--- src/rtl/core/dpts_pkg.sv ---
// shared types and constants for the dynamic priority task scheduler
// no dependencies

package dpts_pkg;

  localparam int NUM_SLOTS = 8;
  localparam int SLOT_W    = (NUM_SLOTS > 1) ? $clog2(NUM_SLOTS) : 1;

  localparam logic signed [15:0] PRI_FLOOR = -16'sd100;
  localparam logic signed [15:0] PRI_MIN   = -16'sd32768;

  typedef enum logic {
    OP_LOAD = 1'b0,
    OP_TICK = 1'b1
  } opcode_t;

  typedef enum logic [1:0] {
    ST_IDLE,
    ST_SCAN,
    ST_DRAIN,
    ST_UPDATE
  } state_t;

  typedef struct packed {
    logic [7:0]         id;
    logic signed [15:0] pri;
    logic [15:0]        rt;
  } slot_t;

endpackage

--- src/rtl/core/dynamic_priority_task_scheduler_core.sv ---
// dynamic priority task scheduler: slot memory, sequential scan, aging write-back
// depends on dpts_pkg
// a load gives no result; busy stays low
// a tick scans every slot in ST_SCAN, one slot memory read per cycle, then drains the
// last read in ST_DRAIN and writes back the chosen slot in ST_UPDATE
// the result strobe comes in the cycle after the write-back, and the next item may start then
// reset clears the ready bits and the control state; slot memory contents are kept

module dynamic_priority_task_scheduler_core (
  input  logic               clk,
  input  logic               rst,
  input  logic               start,
  output logic               busy,
  input  logic               opcode,
  input  logic [2:0]         slot_index,
  input  logic [7:0]         task_id,
  input  logic signed [15:0] task_priority,
  input  logic [15:0]        task_runtime,
  output logic               result_valid,
  output logic [2:0]         chosen_slot,
  output logic [7:0]         chosen_id,
  output logic signed [15:0] new_priority,
  output logic [15:0]        runtime_left,
  output logic               task_finished,
  output logic               idle
);
  import dpts_pkg::*;

  slot_t              mem [NUM_SLOTS];
  slot_t              rd_data;
  logic [NUM_SLOTS-1:0] ready;

  state_t             state, state_next;
  logic [SLOT_W-1:0]  cnt;
  logic [SLOT_W-1:0]  cmp_idx;
  logic               cmp_vld;

  logic               best_found;
  logic [SLOT_W-1:0]  best_idx;
  logic [7:0]         best_id;
  logic signed [15:0] best_pri;
  logic [15:0]        best_rt;

  logic               accept;
  logic               load_ok;
  logic               rd_en;
  logic               wr_en;
  logic [SLOT_W-1:0]  wr_addr;
  slot_t              wr_data;
  logic               scan_last;
  logic signed [15:0] thr;
  logic               take;
  logic signed [15:0] np;
  logic [15:0]        nrt;

  assign busy      = (state != ST_IDLE);
  assign accept    = start && !busy;
  assign load_ok   = (int'(slot_index) < NUM_SLOTS);
  assign scan_last = (cnt == SLOT_W'(NUM_SLOTS - 1));
  assign thr       = best_found ? best_pri : PRI_FLOOR;
  assign take      = cmp_vld && ready[cmp_idx] && (rd_data.pri > thr);
  assign np        = (best_pri == PRI_MIN) ? best_pri : best_pri - 16'sd1;
  assign nrt       = (best_rt != 16'd0) ? best_rt - 16'd1 : best_rt;

  // next state and control
  always_comb begin
    state_next = state;
    rd_en      = 1'b0;
    wr_en      = 1'b0;
    wr_addr    = SLOT_W'(slot_index);
    wr_data    = '{id: task_id, pri: task_priority, rt: task_runtime};
    case (state)
      ST_IDLE: begin
        if (accept && opcode == OP_TICK) begin
          state_next = ST_SCAN;
        end else if (accept && load_ok) begin
          wr_en = 1'b1;
        end
      end
      ST_SCAN: begin
        rd_en = 1'b1;
        if (scan_last) begin
          state_next = ST_DRAIN;
        end
      end
      ST_DRAIN: begin
        state_next = ST_UPDATE;
      end
      ST_UPDATE: begin
        wr_en      = best_found;
        wr_addr    = best_idx;
        wr_data    = '{id: best_id, pri: np, rt: nrt};
        state_next = ST_IDLE;
      end
      default: begin
        state_next = ST_IDLE;
      end
    endcase
  end

  always_ff @(posedge clk) begin
    if (rst) begin
      state <= ST_IDLE;
    end else begin
      state <= state_next;
    end
  end

  // slot memory
  always_ff @(posedge clk) begin
    if (wr_en) begin
      mem[wr_addr] <= wr_data;
    end
    if (rd_en) begin
      rd_data <= mem[cnt];
    end
  end

  // ready bits
  always_ff @(posedge clk) begin
    if (rst) begin
      ready <= '0;
    end else if (state == ST_IDLE && accept && opcode == OP_LOAD && load_ok) begin
      ready[SLOT_W'(slot_index)] <= (task_runtime != 16'd0);
    end else if (state == ST_UPDATE && best_found) begin
      ready[best_idx] <= (nrt != 16'd0);
    end
  end

  // scan counter and compare stage
  always_ff @(posedge clk) begin
    if (rst) begin
      cnt     <= '0;
      cmp_vld <= 1'b0;
    end else begin
      cmp_vld <= rd_en;
      if (state == ST_IDLE) begin
        cnt <= '0;
      end else if (rd_en) begin
        cnt <= cnt + SLOT_W'(1);
      end
    end
    cmp_idx <= cnt;
  end

  // running best
  always_ff @(posedge clk) begin
    if (rst) begin
      best_found <= 1'b0;
    end else if (state == ST_IDLE) begin
      best_found <= 1'b0;
    end else if (take) begin
      best_found <= 1'b1;
    end
    if (take) begin
      best_idx <= cmp_idx;
      best_id  <= rd_data.id;
      best_pri <= rd_data.pri;
      best_rt  <= rd_data.rt;
    end
  end

  // result registers
  always_ff @(posedge clk) begin
    if (rst) begin
      result_valid <= 1'b0;
    end else begin
      result_valid <= (state == ST_UPDATE);
    end
    if (state == ST_UPDATE) begin
      if (best_found) begin
        chosen_slot   <= 3'(best_idx);
        chosen_id     <= best_id;
        new_priority  <= np;
        runtime_left  <= nrt;
        task_finished <= (nrt == 16'd0);
        idle          <= 1'b0;
      end else begin
        chosen_slot   <= '0;
        chosen_id     <= '0;
        new_priority  <= '0;
        runtime_left  <= '0;
        task_finished <= 1'b0;
        idle          <= 1'b1;
      end
    end
  end

endmodule

--- config.mk ---
export PLATFORM = sky130hd
export DESIGN_NAME = dynamic_priority_task_scheduler_core
export DESIGN_NICKNAME = d
export VERILOG_FILES = /design/src/rtl/core/dpts_pkg.sv /design/src/rtl/core/dynamic_priority_task_scheduler_core.sv
export SDC_FILE = /design/constraint.sdc
export NUM_CORES = 1
export LEC_CHECK = 0
export ABC_AREA = 1
export BUFFER_PORTS_ARGS = -buffer_cell sky130_fd_sc_hd__buf_2
export CAP_MARGIN = 0
export CORE_ASPECT_RATIO = 2
export CORE_MARGIN = 4
export CORE_UTILIZATION = 55
export CTS_CLUSTER_DIAMETER = 50
export DETAILED_ROUTE_END_ITERATION = 12
export PLACE_DENSITY = 0.7
export SLEW_MARGIN = 25
export SYNTH_ARGS = -nofsm -noshare
export SYNTH_HDL_FRONTEND = slang
export SYNTH_SLANG_ARGS = --single-unit
--- constraint.sdc ---
create_clock -name clk -period 6.4 [get_ports clk]
set_clock_uncertainty 0.15 [all_clocks]
set_input_delay 0.64 -clock clk [delete_from_list [all_inputs] [get_ports clk]]
set_output_delay 0.64 -clock clk [all_outputs]
set_load 0.02 [all_outputs]
### Yosys cells after proc, flatten, opt, wreduce, memory -nomap -nowiden

Memories as Yosys holds them, arrays and structs flattened. A register that Yosys moved wholly into a read port is not among the register bits.
Index checks and enable logic that the tools add are counted.

* add/sub/neg operators: 3
* magnitude comparators: 6
* equal/unequal tests: 7
* muxes and demuxes: 25
* bitwise gates (word level): 1
* reduce and logical (&&, ||, !) cells: 19

Operators with widths (number)
* $mux W16: 3
* $reduce_bool A16 Y1: 3
* $mux W40: 1
* $bwmux W8: 2
* $eq A16 B16 Y1 const B: 1
* $gt A16 B16 Y1: 1
* $logic_not A16 Y1: 1
* $mux W8: 2
* $sub A16 B1 Y16 const B: 1
* $sub A16 B2 Y16 const B: 1
* $lt A3 B4 Y1 const B: 3
* $logic_and A1 B1 Y1: 9
* $mux W1: 9
* $pmux W2 S4: 1
* $demux W1 S3: 2
* $ge A3 B1 Y1 const B: 2
* $eq A2 B2 Y1 const B: 2
* $mux W2: 2
* $ne A2 B2 Y1 const B: 2
* $reduce_bool A2 Y1: 2
* $add A3 B1 Y3 const B: 1
* $bmux W1 S3: 1
* $eq A3 B3 Y1 const B: 1
* $mux W3: 1
* 7 further kinds: 7

* register bits after elaboration: 107
* memory bits (writable): 320
* bits of input ports: 47
* output and inout bits: 47
* logic and storage cells: 79
* memories: 1

Memory list
* mem: depth 8, width 40, rd ports 1, clocked after Yosys merged registers in 1, write ports 1, line dynamic_priority_task_scheduler_core.sv:29 `slot_t mem [NUM_SLOTS];`

### Depth between registers and ports, before layout

Gate-level depths: netlist of run 1.

* depth in word-level cells: 8
* gate-level depth with buffers: 14
* depth with buffers taken out: 14

### Worst setup path after synthesis of run 1

Ideal clock, no wire load.

* kind: reg2reg
* start: register state[0]
* end: memory mem[1][0] (netlist name) (enable)
* setup time: 0.437 ns
* arrival time: 4.063 ns
* data required time: 5.813 ns
* setup slack: 1.749 ns
* stages on the path, launching flop included: 8
* path buffers: 2
* period minus slack after synthesis: 4.651 ns
* path through: dfxtp_1 ha_1 clkbuf_1 clkbuf_1 nand2_1 o21ai_0 nand2_1 nor2_1

* cells in the longest elaborated chain, start to end: 8
* elaborated cells on any way between the ends: 12
* classes of those cells: eq/ne: 1; mux: 6; reduce/logical: 5

Ends and longest elaborated chain
* start, declared: line dynamic_priority_task_scheduler_core.sv:33 `state_t state, state_next;`
* start signal, assigned: line dynamic_priority_task_scheduler_core.sv:105 `state <= state_next;`
* $reduce_bool A2 Y1: line dynamic_priority_task_scheduler_core.sv:56 `assign busy = (state != ST_IDLE);`
* $logic_not A1 Y1: line dynamic_priority_task_scheduler_core.sv:57 `assign accept = start && !busy;`
* $logic_and A1 B1 Y1: line dynamic_priority_task_scheduler_core.sv:57
* $mux W1 / $logic_and A1 B1 Y1 (equally long branches): line dynamic_priority_task_scheduler_core.sv:76, dynamic_priority_task_scheduler_core.sv:74
* $mux W1: line dynamic_priority_task_scheduler_core.sv:74 `if (accept && opcode == OP_TICK) begin`
* $pmux W1 S2: line dynamic_priority_task_scheduler_core.sv:72 `case (state)`
* $mux W1: line dynamic_priority_task_scheduler_core.sv:111 `if (wr_en) begin`
* $mux W1 (not written as such): line dynamic_priority_task_scheduler_core.sv:112 `mem[wr_addr] <= wr_data;`
* end, declared: line dynamic_priority_task_scheduler_core.sv:29

Parallel ways exist; a longest one is shown, timed or not.

### Worst setup path in the final report of run 1

* start: register state[1]
* end: memory mem[2][9] (netlist name) (enable)

Same word-level chain as after synthesis.

==> results of run 1 <==
per-stage QoR:
step | area (um^2) | hold slack (ps)
6_report | 21700 | 250
5_1_grt | 21700 | 268
4_1_cts | 21700 | 254
3_5_place_dp | 20500 | 246
3_3_place_gp | 20500 | 245
2_1_floorplan | 19600 | 202
state kept, by name (all words and copies together) (netlist names), 8 cells and up:
| name | flops |
|---|---|
| best_id | 8 |
| best_pri | 16 |
| best_rt | 16 |
| chosen_id | 8 |
| mem | 320 |
| new_priority | 16 |
| rd_data | 40 |
| ready | 8 |
| runtime_left | 16 |
cell type report:
class | instances | area, um^2
multi-input combinational | 1067 | 5190
fill | 2710 | 13400
sequential | 467 | 13800
tap | 445 | 557
clock inverter | 19 | 156
clock buffer | 50 | 1050
inverter | 81 | 312
timing repair buffer | 112 | 608
worst reg2reg max path: stages, from the launching register on:
cell and delay, ps:
dfxtp_1 350, inv_1 130, ha_1 180, inv_1 90
nor3_2 600, a21oi_1 140, nor2_1 190, nand2_1 260
nor2_4 850, buf_4 420
kinds of logic after synthesis:
kind of cell,after synthesis,synth area share (%)
AO/OA/AOI/OAI,333,9.38
buffers and inverters,160,3.15
flip-flops,467,70.7
AND/OR/NAND/NOR,700,14.8
adder cells (fa/ha/maj),24,1.53
XOR/XNOR,10,0.448
cells in the mapped netlist, types with 8 or more instances:
master    count
a21oi_1      23
clkbuf_1     61
nor3_1       11
edfxtp_1    448
buf_1        10
dfxtp_1      19
nor2_1      400
inv_1        73
nand2_1     206
o21ai_0     200
a31oi_1      43
nor2_4        8
ha_1         24
o22ai_1      41
nand3_1      28
nand2_2      10
layer usage:
layer	global-route usage [%]	share of wire [%]
met5	0	0
met4	10.0	3.9
met3	2.80	6.7
met2	41.8	52
met1	28.4	37
placed cells by master, fill, tap and decap left out, drive strengths merged, types with 12 or more instances in the layout:
| cell | n |
|---|---|
| edfxtp | 448 |
| nor2 | 415 |
| nand2 | 218 |
| o21ai | 207 |
| buf | 112 |
| inv | 80 |
| clkbuf | 50 |
| a31oi | 43 |
| o22ai | 41 |
| nand3 | 31 |
| a21oi | 29 |
| ha | 24 |
| dfxtp | 19 |
| clkinv | 19 |
| nor3 | 12 |
power by group through the flow:
| stage | Combinational [uW] | Clock (uW) | Sequential, uW |
|---|---|---|---|
| after floorplan | 670 | 0 | 3880 |
| final | 1080 | 2270 | 3820 |
| after global placement | 1040 | 0 | 3880 |
| after detailed placement | 1070 | 0 | 3880 |
| after CTS | 1080 | 2300 | 3820 |
| after global routing | 1190 | 2430 | 3830 |
how the worst max path moves through the flow:
stage	cells past startpoint	slack [ps]	end
floorplan	7	1750	mem[1][0]$_DFFE_PP_
global placement	12	2740	best_rt[9]$_DFFE_PP_
detailed placement	7	2670	mem[2][7]$_DFFE_PP_
global route	9	2440	mem[2][13]$_DFFE_PP_
finish	9	2710	mem[2][9]$_DFFE_PP_
CTS	9	2680	mem[2][13]$_DFFE_PP_
==> flow_summary.ini, run 1 <==
[synth]
synth.yosys.seq_area_share_pct = 70.7
syn_inst = 1694
synth_edf_count = 448
ys_ff_latch = 467
syn_area_per_cell_um2 = 11.5
synth_flop_cell = edfxtp_1
async_flop_share_pct = 0
syn_nets = 1765
yosysWarnings = 0
yosys.area.top_type = edfxtp_1
syn-cell-area_um2 = 19600
yosys-top-cells-area = edfxtp_1 69%, nor2_1 7.7%, o21ai_0 5.1%
synth_top_area_share_pct = 68.8
yosysUniqueCellTypes = 44

[finish]
instances_no_fill = 2241
final_core_util_pct = 61.9
syn2layout_area_growth_pct = 11.0
finalNetCount = 1839
antennaDiodeCount = 0
drive_gt1_share_pct = 12.7

[setup_path]
reg2reg_setup_slack_ps = 2710
cpPeakStageDelay_ps = 850
cp_common_cell = inv_1
cp-startpoint = state[1]$_SDFFE_PP0P_
r2r-end = mem[2][9]$_DFFE_PP_
start_kind = flop
r2r_cells = 9
crit_chain = inv_1 > ha_1 > inv_1 > nor3_2 > a21oi_1 > nor2_1 > nand2_1 > nor2_4 > buf_4
r2r-start = state[1]$_SDFFE_PP0P_
critical_path_class = reg2reg
crit_arrival_ps = 3770
worst-path-buf-inv = 3
cp-end-kind = flop
worst-path-max-fanout = 26
crit_family = simple AND/OR/NAND/NOR gates
required_ps = 6480
slowest_stage = nor2_4

[placement]
placed_cells = 2172
place_congestion = 0.916
port_buffers = 93
hpwl_um = 28000
place_ws_ps = 2670

[sta]
slew_viol_final = 0
tns_ps = 0
worstMarginPinSlew_ps = 1080
post-route-worst-setup-slack_ps = 2710
period_minus_slack_ps = 3690
max_freq_ghz = 0.271
rsz0062_at_grt = false
finalCritPeriodShare_pct = 57.7
timing.slew.headroom_pct = 26.9
hold_violations = 0
setup_viol = 0

[power_and_ir_drop]
peakVddDrop_mv = 0.217
pwr_density_cell_nw_per_um2 = 330
seqPwrFrac_pct = 53.3
power_frac_clock_pct = 31.7
finalPower_uw = 7160
p_sw_share_pct = 27.3
p_switching_uw = 1960
pwr-share-comb_pct = 15.0
p_leak_uw = 0.00776
intPower_uw = 5210

[cts]
clock_latency_ps = 560
path_clk_slew_ps = 60
cts.htree.levels = 2
cts_tree = built
post_cts_buffers = 0
clock-root-buffer = clkbuf_16
ctsLongestPathBuffers = 3
cts_hold_buf = 0
clock-sinks = 467
cts_resized = 0
cts_buffers = 39

[routing]
drc = 0
first_iter_violations = 1057
totalWireLength_um = 45500
via_per_inst = 5.86
wl_per_cell_um = 20.3
vias = 13128
postRouteAntennaNets = 0
dr.pass1.iters = 5

[min_path]
hold_start = cnt[2]$_SDFFE_PP0P_
whs_endpoint = cmp_idx[2]$_DFF_P_
hp-class = reg2reg
whs_path_depth = 0

[die]
dieWidth_um = 141
core_um2 = 35100
io_pins = 94
start_util_pct = 55.8
die_area_um2 = 38800
rows = 97
fp.dieH_um = 275

[run_status]
outcome = finished clean

[grt]
grt-ovfl-total = 0
antenna_found_initial = 0
grt_pass1_wl_um = 70100
grt_util_all_layers_pct = 23.4
grt_max_degree = 91
grt_pass1_vias = 13038

[run]
maxCapViolations = 0
No activity file was read; power rests on OpenSTA's default activity.
==> inputs of run 2 (changes only) <==
==> constraint.sdc (replaced) <==
create_clock -name clk -period 3.5 [get_ports clk]
set_clock_uncertainty 0.15 [all_clocks]
set_input_delay 0.35 -clock clk [delete_from_list [all_inputs] [get_ports clk]]
set_output_delay 0.35 -clock clk [all_outputs]
set_load 0.02 [all_outputs]
==> flow_summary.ini, run 2 (synthesis gave the netlist of run 1 again) <==
[setup_path]
cp-end-kind = flop
r2r_cells = 9
r2r-end = mem[0][23]$_DFFE_PP_
required_ps = 3580
r2r-start = best_pri[0]$_DFFE_PP_
crit_arrival_ps = 3030
critical_path_class = reg2reg
start_kind = flop
worst-path-max-fanout = 8
cp-startpoint = best_pri[0]$_DFFE_PP_
reg2reg_setup_slack_ps = 550

[finish]
final_common_cell = edfxtp_1
drive_gt1_share_pct = 14.6
syn2layout_area_growth_pct = 12.6
instances_no_fill = 2271
largest_register = mem
largest_reg_flops = 320
reg_top3 = mem x320, rd_data x40
mostFrequentLayoutCells = 448 x edfxtp_1, 392 x nor2_1, 206 x nand2_1
finalNetCount = 1866
antennaDiodeCount = 0

[sta]
period_minus_slack_ps = 2950
max_freq_ghz = 0.339
finalCritPeriodShare_pct = 84.4
rsz0062_at_grt = false
worstMarginPinSlew_ps = 1030
post-route-worst-setup-slack_ps = 546
timing.slew.headroom_pct = 30.4
hold_violations = 0
setup_viol = 0
slew_viol_final = 0
hold_slack_ps = 88.4

[power_and_ir_drop]
seqPwrFrac_pct = 52.3
pwr_density_cell_nw_per_um2 = 605
power_frac_clock_pct = 32.4
intPower_uw = 9670
pwr-share-comb_pct = 15.3
p_leak_uw = 0.00793
peakVddDrop_mv = 0.459
finalPower_uw = 13300
p_sw_share_pct = 27.5
p_switching_uw = 3670

[die]
rows = 97
io_pins = 94
dieWidth_um = 141
fp.dieH_um = 275
start_util_pct = 55.8
die_area_um2 = 38800
core_um2 = 35100

[grt]
antenna_found_initial = 0
grt-ovfl-total = 0
grt_pass1_vias = 13072
grt_max_degree = 164
grt_pass1_wl_um = 70100
grt_util_all_layers_pct = 23.4

[min_path]
hold_start = task_priority[15]
whs_endpoint = mem[6][31]$_DFFE_PP_
hp-class = in2reg
whs_path_depth = 3

[cts]
cts_resized = 0
cts_tree = built
cts_buffers = 40
post_cts_buffers = 0
clock_latency_ps = 560
path_clk_slew_ps = 70
cts.htree.levels = 2
clock-sinks = 467
ctsLongestPathBuffers = 3
clock-root-buffer = clkbuf_16

[routing]
vias = 13124
postRouteAntennaNets = 0
wl_per_cell_um = 20.1
via_per_inst = 5.78
first_iter_violations = 1039
totalWireLength_um = 45600
dr.pass1.iters = 5
drc = 0

[run]
maxCapViolations = 0

[placement]
placed_cells = 2197
place_congestion = 0.957
place_ws_ps = 621
port_buffers = 93
hpwl_um = 29300

[run_status]
outcome = finished clean
run 2: cell types whose count changed in the layout (fill, tap and decap cells not counted), moves of 4 or more:
cell,change
clkinv_1,-7
clkinvlp_4,+5
buf_12,+4
inv_6,+4
clkinv_2,+4
buf_4,+21
run 2: area by class of cell:
cell class                      instances  area, um^2
Fill cell                            2653       13000
Sequential cell                       467       13800
Tap cell                              445         557
Clock buffer                           46        1020
Multi-Input combinational cell       1067        5190
Timing Repair Buffer                  138         856
Inverter                               81         308
Clock inverter                         27         258
run 2: metal layers:
metal  part of all wire (%)  up-vias  global-route usage, %  wire length (um)
met4                    5.2        0                   12.2              2360
met1                     36     6274                   27.6             16500
met3                    6.1      138                   2.50              2760
met5                      0        -                      0                 0
met2                     53      552                   42.1             23900
li1                       -     6160                      -                 -
run 2: what timing repair did:
action                     4_1_cts  5_1_grt
hold buffers                     1        0
setup endpoints to repair        0        0
hold endpoints to repair         7        0
run 2: power groups by stage:
stage / logic, uW / registers [uW] / clock network (uW)
final: 2040 / 6980 / 4320
after global routing: 2240 / 7000 / 4620
after CTS: 2030 / 6980 / 4380
after detailed placement: 2030 / 7100 / 0
after global placement: 1960 / 7090 / 0
after floorplan: 1230 / 7080 / 0
run 2: per-stage QoR:
step / TNS [ps] / utilization [%] / cell area [um^2]
6_report: 0 / 62.8 / 22000
5_1_grt: 0 / 62.8 / 22000
4_1_cts: 0 / 62.8 / 22000
3_5_place_dp: 0 / 59.1 / 20700
3_3_place_gp: 0 / 59.1 / 20700
2_1_floorplan: -12840 / - / 19600
run 2: worst max-delay path by stage:
stage                           endpoint  cells after the start  slack, ps
floorplan            mem[1][0]$_DFFE_PP_                      7        -80
global placement    best_rt[6]$_DFFE_PP_                     12        680
detailed placement  mem[7][25]$_DFFE_PP_                     10        620
CTS                 mem[2][25]$_DFFE_PP_                     10        600
global route        mem[3][25]$_DFFE_PP_                     10        330
finish              mem[0][23]$_DFFE_PP_                      9        550
run 2: worst max-delay path, cell delays in order (launching register included):
cell	delay, ps
edfxtp_1	420
inv_1	100
ha_1	200
nand2_1	130
nor2_1	220
nand4_1	280
nand3_2	190
nor2_1	80
xnor2_1	160
o21ai_0	700
==> inputs of run 3 (changes only) <==
--- a/config.mk
+++ b/config.mk
@@ -5,7 +5,7 @@
 export SDC_FILE = /design/constraint.sdc
 export NUM_CORES = 1
 export LEC_CHECK = 0
-export ABC_AREA = 1
+export ABC_AREA = 0
 export BUFFER_PORTS_ARGS = -buffer_cell sky130_fd_sc_hd__buf_2
 export CAP_MARGIN = 0
 export CORE_ASPECT_RATIO = 2
@@ -13,7 +13,7 @@
 export CORE_UTILIZATION = 55
 export CTS_CLUSTER_DIAMETER = 50
 export DETAILED_ROUTE_END_ITERATION = 12
-export PLACE_DENSITY = 0.7
+export PLACE_DENSITY = 0.73
 export SLEW_MARGIN = 25
 export SYNTH_ARGS = -nofsm -noshare
 export SYNTH_HDL_FRONTEND = slang
==> constraint.sdc (replaced) <==
create_clock -name clk -period 2.5 [get_ports clk]
set_clock_uncertainty 0.15 [all_clocks]
set_input_delay 0.25 -clock clk [delete_from_list [all_inputs] [get_ports clk]]
set_output_delay 0.25 -clock clk [all_outputs]
set_load 0.02 [all_outputs]
==> flow_summary.ini, run 3 <==
[setup_path]
slowest_stage = dfxtp_4
critical_path_class = reg2reg
crit_arrival_ps = 2810
reg2reg_setup_slack_ps = -210
cp-end-kind = flop
crit_chain = inv_8 > buf_4 > nor2_2 > ha_1 > buf_4 > and4_4 > nand2_2 > o2111ai_4 > a311oi_4 > buf_6 > buf_12
cp_common_cell = buf_4
worst-path-buf-inv = 5
cpPeakStageDelay_ps = 400
worst-path-max-fanout = 13
crit_family = buffers and inverters
required_ps = 2600
start_kind = flop

[synth]
synth_flop_cell = edfxtp_1
yosys-top-cells-area = edfxtp_1 71%, mux4_2 9.7%, mux2_2 3.1%
syn_area_per_cell_um2 = 17.8
synth.yosys.seq_area_share_pct = 72.9
syn-cell-area_um2 = 19000
synth_edf_count = 448
ys_ff_latch = 467
yosysUniqueCellTypes = 64
yosys.area.top_type = edfxtp_1
async_flop_share_pct = 0
synth.most_common_cell = edfxtp_1
syn_inst = 1066
syn_nets = 1137
ys_top_cells_by_count = 448 x edfxtp_1, 114 x nor2_1, 82 x mux4_2
synth_top_area_share_pct = 70.9
yosysWarnings = 0

[routing]
wl_per_cell_um = 25.0
via_per_inst = 5.98
dr.pass1.iters = 5
first_iter_violations = 808
vias = 10774
drc = 0
postRouteAntennaNets = 0
totalWireLength_um = 45000

[power_and_ir_drop]
pwr_density_cell_nw_per_um2 = 733
finalPower_uw = 17200
p_switching_uw = 3970
pwr-share-comb_pct = 10.2
power_frac_clock_pct = 35.8
p_sw_share_pct = 23.0
peakVddDrop_mv = 0.928
p_leak_uw = 0.00798
seqPwrFrac_pct = 54.0
intPower_uw = 13300

[placement]
port_buffers = 93
placed_area_um2 = 21300
place_congestion = 0.915
placed_cells = 1693
hpwl_um = 28100

[sta]
rsz0062_at_grt = true
timing.slew.headroom_pct = 60.3
setup_viol = 126
slew_viol_final = 0
period_minus_slack_ps = 2710
worstMarginPinSlew_ps = 595
finalCritPeriodShare_pct = 108
max_freq_ghz = 0.369
hold_violations = 0
post-route-worst-setup-slack_ps = -211

[finish]
final_common_cell = edfxtp_1
final_core_util_pct = 68.7
mostFrequentLayoutCells = 448 x edfxtp_1, 136 x buf_4, 100 x nor2_1
reg_top3 = mem x320, rd_data x40
instances_no_fill = 1801
design_area_um2 = 23500
finalNetCount = 1402
drive_gt1_share_pct = 41.9
syn2layout_area_growth_pct = 24.0
antennaDiodeCount = 0
num-fill-cells = 2216
largest_reg_flops = 320
largest_register = mem

[cts]
cts_buffers = 39
ctsLongestPathBuffers = 3
cts.htree.levels = 2
path_clk_slew_ps = 70
cts_tree = built
clock_latency_ps = 550
clock-root-buffer = clkbuf_16
clock-sinks = 467

[die]
dieWidth_um = 139
die_area_um2 = 37700
core_um2 = 34200
io_pins = 94
start_util_pct = 55.4
fp.dieH_um = 271
rows = 96

[run_status]
violations = negative setup slack
outcome = finished, violations left

[grt]
grt_pass1_wl_um = 66500
antenna_found_initial = 0
grt_max_degree = 65
grt-ovfl-total = 0
grt_util_all_layers_pct = 23.2
grt_pass1_vias = 11259

[min_path]
hp-class = in2reg

[run]
maxCapViolations = 0
[run 3: cell count changes in the layout (fill, tap and decap cells not counted), sizes merged, moves of 35 or more]
cell,before,now
a31oi,43,7
buf,137,261
inv,85,14
mux2,0,52
mux4,0,82
nand2,218,36
nor2,415,115
o21ai,207,8
o22ai,41,6
[run 3: what timing repair did]
item	CTS	global route
buffers inserted	14	14
resized for setup	52	50
pin swaps	17	26
hold endpoints to repair	61	0
gates cloned	1	5
hold buffers	9	0
setup endpoints to repair	270	307
[run 3: layer usage]
| metal | vias up | track usage, % | routed length [um] |
|---|---|---|---|
| li1 | 4727 | - | - |
| met1 | 5554 | 26.7 | 15400 |
| met2 | 370 | 44.4 | 25500 |
| met3 | 123 | 2.49 | 2100 |
| met4 | 0 | 7.94 | 1920 |
| met5 | - | 0 | 0 |
[run 3: kinds of logic (layout without fill, tap and decap cells)]
kind of cell,after synthesis,after routing,synth area share (%)
AND/OR/NAND/NOR,255,255,6.60
flip-flops,467,467,72.9
AO/OA/AOI/OAI,94,94,3.28
XOR/XNOR,23,23,1.06
buffers and inverters,61,355,1.32
multiplexers,142,142,13.2
adder cells (fa/ha/maj),24,24,1.58
[run 3: layout make-up]
type                            count  area [um^2]  share of cell area, %
Clock buffer                       43         1020                   4.35
Clock inverter                     27          270                   1.15
Inverter                           10         45.0                  0.191
Multi-Input combinational cell    538         5510                   23.4
Sequential cell                   467        13800                   58.9
Tap cell                          441          552                   2.35
Timing Repair Buffer              275         2280                   9.69
[run 3: path summary, 6_finish.rpt]
kind | endpoint | startpoint | cells past startpoint
min reg2reg | best_rt[15]$_DFFE_PP_ | rd_data[15]$_DFFE_PP_ | 0
max reg2reg | best_idx[0]$_DFFE_PP_ | best_found$_SDFFE_PP0P_ | 11
max | best_idx[0]$_DFFE_PP_ | best_found$_SDFFE_PP0P_ | 11
min | mem[7][38]$_DFFE_PP_ | task_id[6] | 2
[run 3: power by group through the flow]
stage	clock network, uW	logic [uW]	registers, uW
finish	6170	1760	9320
floorplan	0	1010	9440
global placement	0	1640	9470
CTS	6270	1720	9320
global route	6620	1890	9340
detailed placement	0	1680	9480
[run 3: stage by stage]
stage	hold slack [ps]	setup TNS [ps]	worst slack (ps)
finish	22.4	-18450	-211
global route	21.7	-26800	-282
CTS	1.21	-9120	-163
detailed placement	258	-44140	-337
global placement	251	-23350	-343
floorplan	203	-113640	-924
